## src/hw/rtl/opi_pkg.sv

```systemverilog
// Shared types and constants for the odometry pose integrator.
// Holds the sequencer state type, the CORDIC gain and the arctangent table.
// No dependencies.
package opi_pkg;

	localparam int CORDIC_STEPS_DEF = 16;
	localparam int CORDIC_TAB_LEN   = 24;
	localparam int GUARD_BITS       = 8;
	localparam int GAIN_SHIFT       = 30 - GUARD_BITS;

	// CORDIC gain compensation, Q2.30
	localparam logic signed [31:0] GAIN_Q30 = 32'sd652032874;

	// Working widths of the rotation datapath
	localparam int VEC_W  = 33;  // displacement or pose, exact
	localparam int ROT_W  = 44;  // scaled vector with guard bits and growth
	localparam int ANG_W  = 34;  // angle accumulator, pi = 2^31
	localparam int RND_W  = ROT_W - GUARD_BITS;
	localparam int SUM_W  = 37;

	typedef enum logic [2:0] {
		ST_IDLE,
		ST_MUL,
		ST_FOLD,
		ST_ITER,
		ST_ROUND,
		ST_FINISH
	} state_t;

	// atan(2^-i) with pi = 2^31
	localparam logic [31:0] ATAN_TAB [CORDIC_TAB_LEN] = '{
		32'd536870912, 32'd316933406, 32'd167458907, 32'd85004756,
		32'd42667331,  32'd21354465,  32'd10679838,  32'd5340245,
		32'd2670163,   32'd1335087,   32'd667544,    32'd333772,
		32'd166886,    32'd83443,     32'd41722,     32'd20861,
		32'd10430,     32'd5215,      32'd2608,      32'd1304,
		32'd652,       32'd326,       32'd163,       32'd81
	};

	function automatic logic [31:0] atan_at(input logic [4:0] idx);
		return ATAN_TAB[idx];
	endfunction

endpackage

```

## src/hw/rtl/opi_channels.sv

```systemverilog
// Handshake channels of the odometry pose integrator.
// Input item channel and result channel, valid/ready with payload.
// No dependencies.
interface opi_in_if;
	logic               valid;
	logic               ready;
	logic               kind;
	logic signed [31:0] pos_x;
	logic signed [31:0] pos_y;
	logic signed [15:0] angle;

	modport source (output valid, kind, pos_x, pos_y, angle, input ready);
	modport sink   (input valid, kind, pos_x, pos_y, angle, output ready);
endinterface

interface opi_out_if;
	logic               valid;
	logic               ready;
	logic signed [31:0] map_pos_x;
	logic signed [31:0] map_pos_y;
	logic signed [15:0] map_heading;
	logic               saturated;

	modport source (output valid, map_pos_x, map_pos_y, map_heading, saturated,
		input ready);
	modport sink   (input valid, map_pos_x, map_pos_y, map_heading, saturated,
		output ready);
endinterface

```

## src/hw/rtl/odometry_pose_integrator_unit.sv

```systemverilog
// Odometry pose integrator: SE(2) dead reckoning with rigid pose correction.
// Depends on opi_pkg and the channel interfaces in opi_channels.sv.
//
//  channel  | role | carries
//  ---------+------+-------------------------------------------------
//  item     | sink | kind, pos_x, pos_y, angle
//  result   | src  | map_pos_x, map_pos_y, map_heading, saturated
//
// The block takes a new item only from idle, after the last one is through:
// the gain multiply on one shared 17x32 multiplier, a fold, one CORDIC step
// per cycle on a shared add/shift unit, rounding, a final sum and clamp,
// and the return to idle.
// arst_n clears both poses to zero and empties the result register.
// A result waits in the output register; a stalled result only holds the
// final cycle, the input is taken again as soon as the result is registered.
module odometry_pose_integrator_unit
	import opi_pkg::*;
#(
	parameter int CORDIC_STEPS = CORDIC_STEPS_DEF
) (
	input  logic        clk,
	input  logic        arst_n,
	opi_in_if.sink      item,
	opi_out_if.source   result
);

	localparam int IW = (CORDIC_STEPS > 1) ? $clog2(CORDIC_STEPS) : 1;

	state_t state_q, state_d;

	logic [1:0]    mcnt_q;
	logic [IW-1:0] icnt_q;

	// persistent pose state
	logic signed [31:0] pose_x_q, pose_y_q, last_x_q, last_y_q;
	logic signed [15:0] pose_h_q, last_h_q;

	// working registers
	logic signed [VEC_W-1:0] vx_q, vy_q;
	logic signed [15:0]      ang_q;
	logic signed [31:0]      base_x_q, base_y_q;
	logic signed [63:0]      acc_q;
	logic signed [ROT_W-1:0] cx_q, cy_q;
	logic signed [ANG_W-1:0] z_q;
	logic signed [RND_W-1:0] rx_q, ry_q;

	// result register
	logic               out_valid_q;
	logic signed [31:0] out_x_q, out_y_q;
	logic signed [15:0] out_h_q;
	logic               out_sat_q;

	logic in_take, out_load;

	// shared multiplier
	logic signed [16:0] mul_a;
	logic signed [48:0] mul_p;
	logic signed [63:0] mul_sum;
	logic signed [63:0] mul_scaled;

	// shared add/shift unit
	logic signed [ROT_W-1:0] dx, dy;
	logic signed [ANG_W-1:0] atan_v;
	logic                    fold;
	logic signed [15:0]      ang_fold;
	logic signed [ROT_W-1:0] rnd_x, rnd_y;

	// final sum and clamp
	logic signed [SUM_W-1:0] sum_x, sum_y;
	logic signed [31:0]      clp_x, clp_y;
	logic                    ovf_x, ovf_y;

	assign item.ready = (state_q == ST_IDLE);
	assign in_take    = item.valid && item.ready;
	assign out_load   = (state_q == ST_FINISH) && (!out_valid_q || result.ready);

	always_comb begin
		case (mcnt_q)
			2'd0:    mul_a = signed'({1'b0, vx_q[15:0]});
			2'd1:    mul_a = vx_q[32:16];
			2'd2:    mul_a = signed'({1'b0, vy_q[15:0]});
			default: mul_a = vy_q[32:16];
		endcase
	end

	assign mul_p      = mul_a * GAIN_Q30;
	assign mul_sum    = acc_q + (64'(mul_p) <<< 16);
	assign mul_scaled = mul_sum >>> GAIN_SHIFT;

	assign dx     = cy_q >>> icnt_q;
	assign dy     = cx_q >>> icnt_q;
	assign atan_v = signed'(ANG_W'(atan_at(5'(icnt_q))));

	assign fold     = (ang_q > 16'sd16384) || (ang_q < -16'sd16384);
	assign ang_fold = ang_q + 16'sh8000;

	assign rnd_x = cx_q + ROT_W'(128);
	assign rnd_y = cy_q + ROT_W'(128);

	assign sum_x = SUM_W'(base_x_q) + SUM_W'(rx_q);
	assign sum_y = SUM_W'(base_y_q) + SUM_W'(ry_q);
	assign ovf_x = (sum_x[SUM_W-1:31] != '0) && (sum_x[SUM_W-1:31] != '1);
	assign ovf_y = (sum_y[SUM_W-1:31] != '0) && (sum_y[SUM_W-1:31] != '1);

	always_comb begin
		clp_x = sum_x[31:0];
		clp_y = sum_y[31:0];
		if (ovf_x) begin
			clp_x = sum_x[SUM_W-1] ? 32'sh8000_0000 : 32'sh7fff_ffff;
		end
		if (ovf_y) begin
			clp_y = sum_y[SUM_W-1] ? 32'sh8000_0000 : 32'sh7fff_ffff;
		end
	end

	// sequencer
	always_ff @(posedge clk or negedge arst_n) begin
		if (!arst_n) begin
			state_q <= ST_IDLE;
		end else begin
			state_q <= state_d;
		end
	end

	always_comb begin
		state_d = state_q;
		case (state_q)
			ST_IDLE:   if (in_take) state_d = ST_MUL;
			ST_MUL:    if (mcnt_q == 2'd3) state_d = ST_FOLD;
			ST_FOLD:   state_d = ST_ITER;
			ST_ITER:   if (icnt_q == IW'(CORDIC_STEPS - 1)) state_d = ST_ROUND;
			ST_ROUND:  state_d = ST_FINISH;
			ST_FINISH: if (out_load) state_d = ST_IDLE;
			default:   state_d = ST_IDLE;
		endcase
	end

	// counters, pose state and result register
	always_ff @(posedge clk or negedge arst_n) begin
		if (!arst_n) begin
			mcnt_q      <= '0;
			icnt_q      <= '0;
			pose_x_q    <= '0;
			pose_y_q    <= '0;
			pose_h_q    <= '0;
			last_x_q    <= '0;
			last_y_q    <= '0;
			last_h_q    <= '0;
			out_valid_q <= 1'b0;
		end else begin
			if (in_take) begin
				mcnt_q <= '0;
				if (item.kind) begin
					pose_h_q <= pose_h_q + item.angle;
				end else begin
					pose_h_q <= pose_h_q + item.angle - last_h_q;
					last_x_q <= item.pos_x;
					last_y_q <= item.pos_y;
					last_h_q <= item.angle;
				end
			end
			if (state_q == ST_MUL) begin
				mcnt_q <= mcnt_q + 2'd1;
			end
			if (state_q == ST_FOLD) begin
				icnt_q <= '0;
			end
			if (state_q == ST_ITER) begin
				icnt_q <= IW'(icnt_q + 1'b1);
			end
			if (out_load) begin
				pose_x_q    <= clp_x;
				pose_y_q    <= clp_y;
				out_valid_q <= 1'b1;
			end else if (result.ready) begin
				out_valid_q <= 1'b0;
			end
		end
	end

	// datapath
	always_ff @(posedge clk) begin
		if (in_take) begin
			if (item.kind) begin
				vx_q     <= VEC_W'(pose_x_q);
				vy_q     <= VEC_W'(pose_y_q);
				ang_q    <= item.angle;
				base_x_q <= item.pos_x;
				base_y_q <= item.pos_y;
			end else begin
				vx_q     <= VEC_W'(item.pos_x) - VEC_W'(last_x_q);
				vy_q     <= VEC_W'(item.pos_y) - VEC_W'(last_y_q);
				ang_q    <= pose_h_q - last_h_q;
				base_x_q <= pose_x_q;
				base_y_q <= pose_y_q;
			end
		end
		case (state_q)
			ST_MUL: begin
				case (mcnt_q)
					2'd0:    acc_q <= 64'(mul_p);
					2'd1:    cx_q  <= mul_scaled[ROT_W-1:0];
					2'd2:    acc_q <= 64'(mul_p);
					default: cy_q  <= mul_scaled[ROT_W-1:0];
				endcase
			end
			ST_FOLD: begin
				// bring the angle into +-pi/2 by a half turn
				if (fold) begin
					cx_q <= -cx_q;
					cy_q <= -cy_q;
					z_q  <= {{2{ang_fold[15]}}, ang_fold, 16'h0000};
				end else begin
					z_q  <= {{2{ang_q[15]}}, ang_q, 16'h0000};
				end
			end
			ST_ITER: begin
				if (!z_q[ANG_W-1]) begin
					cx_q <= cx_q - dx;
					cy_q <= cy_q + dy;
					z_q  <= z_q - atan_v;
				end else begin
					cx_q <= cx_q + dx;
					cy_q <= cy_q - dy;
					z_q  <= z_q + atan_v;
				end
			end
			ST_ROUND: begin
				rx_q <= rnd_x[ROT_W-1:GUARD_BITS];
				ry_q <= rnd_y[ROT_W-1:GUARD_BITS];
			end
			default: begin
			end
		endcase
		if (out_load) begin
			out_x_q   <= clp_x;
			out_y_q   <= clp_y;
			out_h_q   <= pose_h_q;
			out_sat_q <= ovf_x || ovf_y;
		end
	end

	assign result.valid       = out_valid_q;
	assign result.map_pos_x   = out_x_q;
	assign result.map_pos_y   = out_y_q;
	assign result.map_heading = out_h_q;
	assign result.saturated   = out_sat_q;

endmodule

```

## src/flat_wrapper.sv

```systemverilog
// flat-port wrapper written by rule: the top's interface ports become plain ports
module odometry_pose_integrator_unit_flat import opi_pkg::*;
#(
	parameter int CORDIC_STEPS = CORDIC_STEPS_DEF
)
  (clk, arst_n, item_valid, item_kind, item_pos_x, item_pos_y, item_angle, item_ready, result_valid, result_map_pos_x, result_map_pos_y, result_map_heading, result_saturated, result_ready);
  opi_in_if item_i ();
  opi_out_if result_i ();
  input  logic clk;
  input  logic arst_n;
  input wire logic [$bits(item_i.valid)-1:0] item_valid;
  input wire logic [$bits(item_i.kind)-1:0] item_kind;
  input wire logic [$bits(item_i.pos_x)-1:0] item_pos_x;
  input wire logic [$bits(item_i.pos_y)-1:0] item_pos_y;
  input wire logic [$bits(item_i.angle)-1:0] item_angle;
  output wire logic [$bits(item_i.ready)-1:0] item_ready;
  output wire logic [$bits(result_i.valid)-1:0] result_valid;
  output wire logic [$bits(result_i.map_pos_x)-1:0] result_map_pos_x;
  output wire logic [$bits(result_i.map_pos_y)-1:0] result_map_pos_y;
  output wire logic [$bits(result_i.map_heading)-1:0] result_map_heading;
  output wire logic [$bits(result_i.saturated)-1:0] result_saturated;
  input wire logic [$bits(result_i.ready)-1:0] result_ready;
  assign item_i.valid = item_valid;
  assign item_i.kind = item_kind;
  assign item_i.pos_x = item_pos_x;
  assign item_i.pos_y = item_pos_y;
  assign item_i.angle = item_angle;
  assign item_ready = item_i.ready;
  assign result_valid = result_i.valid;
  assign result_map_pos_x = result_i.map_pos_x;
  assign result_map_pos_y = result_i.map_pos_y;
  assign result_map_heading = result_i.map_heading;
  assign result_saturated = result_i.saturated;
  assign result_i.ready = result_ready;
  odometry_pose_integrator_unit #(.CORDIC_STEPS(CORDIC_STEPS)) u_core (.clk(clk), .arst_n(arst_n), .item(item_i), .result(result_i));
endmodule
```

## config.mk

```make
export PLATFORM = sky130hd
export DESIGN_NAME = odometry_pose_integrator_unit_flat
export DESIGN_NICKNAME = d
export VERILOG_FILES = /design/src/hw/rtl/opi_pkg.sv /design/src/hw/rtl/opi_channels.sv /design/src/hw/rtl/odometry_pose_integrator_unit.sv /design/src/flat_wrapper.sv
export SDC_FILE = /design/constraint.sdc
export NUM_CORES = 2
export LEC_CHECK = 0
export BUFFER_PORTS_ARGS = -buffer_cell sky130_fd_sc_hd__buf_2
export CAP_MARGIN = 40
export CORE_UTILIZATION = 50
export DETAILED_ROUTE_END_ITERATION = 16
export PLACE_DENSITY = 0.66
export SLEW_MARGIN = 20
export SYNTH_ARGS = -nofsm -noshare
export SYNTH_HDL_FRONTEND = slang
export SYNTH_SLANG_ARGS = --single-unit
```

## constraint.sdc

```tcl
create_clock -name clk -period 12 [get_ports clk]
set_clock_uncertainty 0.15 [all_clocks]
set_input_delay 2.4 -clock clk [delete_from_list [all_inputs] [get_ports clk]]
set_output_delay 2.4 -clock clk [all_outputs]
set_load 0.005 [all_outputs]
```

# --- Word-level counts from Yosys, hierarchy flattened ---
# Memory sizes are Yosys's and may differ from the RTL's.
# Index checks and enable logic that the tools add are counted.
op_classes:
  bitwise: 2
  n_addsub: 21
  n_eq_ne: 18
  n_mul: 1
  magnitude_cmp: 3
  mux: 35
  reduce_logical: 23
  shift: 2
ops:
  columns: ["op", "n"]
  rows:
  - ["$mux W44", 6]
  - ["$pmux W44 S3", 2]
  - ["$mux W32", 8]
  - ["$add A44 B44 Y44", 2]
  - ["$add A44 B9 Y44 const B", 2]
  - ["$neg A44 Y44", 2]
  - ["$sshr A44 B4 Y44", 2]
  - ["$sub A44 B44 Y44", 2]
  - ["$add A32 B36 Y37", 2]
  - ["$mux W34", 2]
  - ["$pmux W34 S2", 1]
  - ["$mux W33", 2]
  - ["$sub A32 B32 Y33", 2]
  - ["$add A48 B64 Y64", 1]
  - ["$pmux W17 S3", 1]
  - ["$mul A17 B30 Y47 const B", 1]
  - ["$add A34 B33 Y34", 1]
  - ["$sub A34 B33 Y34", 1]
  - ["$mux W16", 2]
  - ["$sub A16 B16 Y16", 2]
  - ["$pmux W3 S6", 1]
  - ["$add A16 B16 Y16", 1]
  - ["$add A16 B16 Y16 const B", 1]
  - ["$gt A16 B16 Y1 const B", 1]
  - ["other kinds (32)", 57]
totals:
  output_inout_bits: 83
  romBits: 1024
  register_bits: 638
  memories: 1
  in_bits: 85
  wordCells: 131
memory_table:
  columns: ["name", "words", "word_bits", "read_ports", "rd_ports_with_merged_regs", "wr", "line_no", "source"]
  rows:
  - ["(name not given)", 32, 32, 1, 0, 0, "opi_pkg.sv:41", "return ATAN_TAB[idx];"]

# --- Depth between registers and ports, before layout ---
depth:
  ltp_word: 7
  ltp_mapped: 43
  depth_no_buf: 41

# --- Worst setup path after synthesis ---
# No wires, ideal clock.
synth_path:
  path_type: "reg-to-reg"
  from: "register u_core.mcnt_q[0]"
  to: "register u_core.cy_q[40], data pin"
  path_slack_ns: 2.403
  stages_incl_launch_ff: 36
  synth_period_minus_slack_ns: 9.597
  arrival_ns: 9.173
  setup_ns: 0.275
  cell_sequence: "dfrtp_1 > ha_1 > clkbuf_1 > clkbuf_1 > mux2i_1 > ha_1 > fa_1 > ha_1 > fa_1 > inv_1 > fa_1 > fa_1 > inv_1 > ha_1 > o211ai_1 > a21oi_1 > o211ai_1 > a21boi_0 > o21ai_0 > o21ai_0 > a21oi_1 > o21bai_1 > a21o_1 > a21oi_1 > o21ai_0 > xor2_1 > ha_1 > clkbuf_1 > a21o_1 > a211oi_1 > or3b_2 > o22ai_1 > o31ai_1 > nand4b_1 > nor4b_1 > o31ai_1"
synth_between:
  elab_chain_len: 6
  elab_cells_between_ends: 8
  classes_between: "1 x add/sub; 1 x mul; 2 x eq/ne; 3 x mux; 1 x reduce/logical"
synth_rtl:
  columns: ["element", "line_no", "source"]
  rows:
  - ["from (decl)", "odometry_pose_integrator_unit.sv:31", "logic [1:0] mcnt_q;"]
  - ["from (signal assigned)", "odometry_pose_integrator_unit.sv:163", "mcnt_q <= mcnt_q + 2'd1;"]
  - ["$eq A2 B2 Y1 (tied with other cells)", "odometry_pose_integrator_unit.sv:78", "case (mcnt_q)"]
  - ["$pmux W17 S3 *", "odometry_pose_integrator_unit.sv:78", null]
  - ["$mul A17 B30 Y47 *", "odometry_pose_integrator_unit.sv:86", "assign mul_p = mul_a * GAIN_Q30;"]
  - ["via u_core.mul_p[31]", "odometry_pose_integrator_unit.sv:57", "logic signed [48:0] mul_p;"]
  - ["$add A48 B64 Y64 *", "odometry_pose_integrator_unit.sv:87", "assign mul_sum = acc_q + (64'(mul_p) <<< 16);"]
  - ["$mux W44 *", "odometry_pose_integrator_unit.sv:200", "case (mcnt_q)"]
  - ["$pmux W44 S3 *", "odometry_pose_integrator_unit.sv:198", "case (state_q)"]
  - ["to (signal assigned)", "odometry_pose_integrator_unit.sv:204", "default: cy_q <= mul_scaled[ROT_W-1:0];"]
  - ["to (signal assigned)", "odometry_pose_integrator_unit.sv:211", "cy_q <= -cy_q;"]
  - ["to (signal assigned)", "odometry_pose_integrator_unit.sv:220", "cy_q <= cy_q + dy;"]
  - ["to (decl)", "odometry_pose_integrator_unit.sv:43", "logic signed [ROT_W-1:0] cx_q, cy_q;"]
# Mark *: on every way through the listed nets, which the timed path passes. The rest lies on a longest branch. The select of a mux whose other input is x is not followed.
# A chain may end at the register's enable or synchronous reset.

# --- Worst setup path in the final report ---
layout_path:
  from: "register u_core.mcnt_q[1]"
  to: "register u_core.cy_q[40], data pin"
# The elaborated chain is that of the path after synthesis.

==> impl_metrics.toml <==
[timing]
setup_violations = 0
worst_pin_slew_ns = 0.925
rsz0062_at_grt = "no"
period_share_pct = 90.9
slew_violations = 0
hold_viol = 0
fmax_mhz = 91.7
maxSlewHeadroom_pct = 37.9
setup_tns_ns = 0
min_period_ns = 10.91

[layout]
antennaDiodeCount = 0
area_delta_synth_final_pct = 7.99
most-common-layout-cells = "nand2_1, ha_1, o21ai_0"
layout.cells.most_common = "nand2_1"
stdcell_area_mm2 = 0.0658
nNetsFinal = 7431
drive_above_1_share_pct = 10.3

[logic_synthesis]
synthDistinctLibCells = 115
synth_cells = 6619
yosysSeqAreaShare_pct = 29.2
async_reset_ff_share_pct = 27.3
netlist_area_mm2 = 0.0610
synth_top_area_share_pct = 22.3
synth_warnings = 0
syn_nets = 7436
synth_seq_cells = 622
ys.flop_type = "edfxtp_1"
synth_edf_count = 452
yosys.area.top_type = "edfxtp_1"
syn_area_per_cell_um2 = 9.21
netlist_top_cells_area = "edfxtp_1, ha_1, dfrtp_1"

[run]
drv_cap = 0

[clock_network]
cts_tree = "yes"
cts_buffers = 73
clock_path_buffers = 3
path_clk_slew_ns = 0.07
cts_hold_buf = 0
root_buffer = "clkbuf_16"
cts.repair.resized = 0
htreeDepth = 3
postCtsSetupBuffers = 0
clock_latency_ns = 0.65
cts_sinks = 622

[setup_path]
end_kind = "flop"
path_class = "flop to flop"
max_stage_delay_ns = 0.63
path_buf_inv = 4
crit_fanout = 18
crit_top_cell = "ha_1"
critPathTopFamily = "compound AO/OA/AOI/OAI gates"
required_ns = 12.21
arrival_ns = 11.11
start_kind = "flop"
cpMaxStageDelayCell = "a222oi_1"

[routing]
vias = 51300
avgViaCountPerCell = 6.19
postRouteAntennaNets = 0
wl_per_cell_um = 24.0
drc = 0
wirelength_um = 199000
drtPass1Iterations = 6
drtIter0Drc = 5097

[global_route]
grt_pass1_wl_um = 298000
top_usage_layer = "met2"
met1_usage_pct = 43.3
overflow = 0
grt_pass1_vias = 48100
grt_usage_pct = 31.7
grt_max_degree = 127
use_met3_pct = 5.22
grt_util_met2_pct = 50.0
grt_antenna_before_repair = 10

[floorplan]
chipWidth_um = 351
die_h_um = 351
ios = 168
initial_core_util_pct = 50.6
num_rows = 127
core_region_area_mm2 = 0.120
die-area_mm2 = 0.123

[placement]
portBuffers = 167
dp_hpwl_um = 155000
placed_area_mm2 = 0.0632
gp_congestion = 0.991

[hold_path]
min_path_type = "flop to flop"

[run_status]
outcome = "finished, final reports clean"
[synth_stat cells, types with 52 or more instances]
| master | count |
|---|---|
| a21o_1 | 170 |
| a21oi_1 | 493 |
| and3_1 | 73 |
| clkbuf_1 | 215 |
| dfrtp_1 | 170 |
| edfxtp_1 | 452 |
| fa_1 | 200 |
| ha_1 | 532 |
| inv_1 | 490 |
| mux2_2 | 150 |
| mux2i_1 | 67 |
| mux4_2 | 80 |
| nand2_1 | 646 |
| nand2b_1 | 83 |
| nand3_1 | 113 |
| nor2_1 | 412 |
| nor2b_1 | 62 |
| nor3_1 | 115 |
| o211ai_1 | 57 |
| o21a_1 | 79 |
| o21ai_0 | 514 |
| o21bai_1 | 52 |
| xnor2_1 | 335 |
| xor2_1 | 237 |
[cells by family after synthesis]
kind of cell	Yosys count	share of synthesized area, %
buffers and inverters	821	5.43
flip-flops	622	29.2
AND/OR/NAND/NOR	1763	13.7
AO/OA/AOI/OAI	1797	18.5
multiplexers	310	7.36
adder cells (fa/ha/maj)	732	17.5
XOR/XNOR	574	8.28
[through the flow]
step	utilization, %	std cells	hold WS [ns]	setup slack (ns)
2_1_floorplan	-	6619	0.301	2.40
3_3_place_gp	52.2	8128	0.326	1.41
3_5_place_dp	52.5	8147	0.332	1.36
4_1_cts	54.6	8281	0.344	1.27
5_1_grt	54.7	8285	0.356	0.587
6_report	54.7	8285	0.341	1.09
[area by class of cell]
cell class,count,area [um2]
fill,11000,54600
multi-input combinational,5176,39900
sequential,622,17800
tap,1612,2020
clock buffer,90,2000
inverter,496,1870
timing repair buffer,245,1720
clock inverter,44,519
[routing by layer]
metal	vias up	share of wire, %
met3	360	7.8
li1	23800	-
met4	8	4.5
met1	24900	42
met5	-	0.022
met2	2178	45
[final timing paths]
check | slack, ns | depth (start not counted) | to | from
min in group asynchronous | 1.56 | 1 | u_core.pose_x_q[17] | arst_n
max in group asynchronous | 9.09 | 3 | u_core.last_y_q[27] | arst_n
worst min-delay path | 0.34 | 0 | u_core.result.map_heading[0] | u_core.pose_h_q[0]
worst max-delay path | 1.09 | 35 | u_core.cy_q[40] | u_core.mcnt_q[1]
worst min register to register | 0.34 | 0 | u_core.result.map_heading[0] | u_core.pose_h_q[0]
worst max register to register | 1.09 | 35 | u_core.cy_q[40] | u_core.mcnt_q[1]
[worst register-to-register path: cells and delay by family, from the launching register on]
family                   cells  cell delay [ns]
AO/OA/AOI/OAI               17             4.31
buffers and inverters        4             0.43
adder cells (fa/ha/maj)      9             3.82
flip-flops                   1             0.40
multiplexers                 1             0.23
XOR/XNOR                     1             0.27
AND/OR/NAND/NOR              3             1.00
[flip-flops by register name (all words and copies together) (netlist names), 2 cells and up]
register	count
u_core.acc_q	31
u_core.ang_q	16
u_core.base_x_q	32
u_core.base_y_q	32
u_core.cx_q	44
u_core.cy_q	44
u_core.icnt_q	4
u_core.last_h_q	16
u_core.last_x_q	32
u_core.last_y_q	32
u_core.mcnt_q	2
u_core.pose_h_q	16
u_core.pose_x_q	32
u_core.pose_y_q	32
u_core.result.map_heading	16
u_core.result.map_pos_x	32
u_core.result.map_pos_y	32
u_core.rx_q	36
u_core.ry_q	36
u_core.state_q	3
u_core.vx_q	33
u_core.vy_q	33
u_core.z_q	34
Power is not shown: default switching activity piles up to over one toggle a cycle in this logic, so the estimate is an artifact.
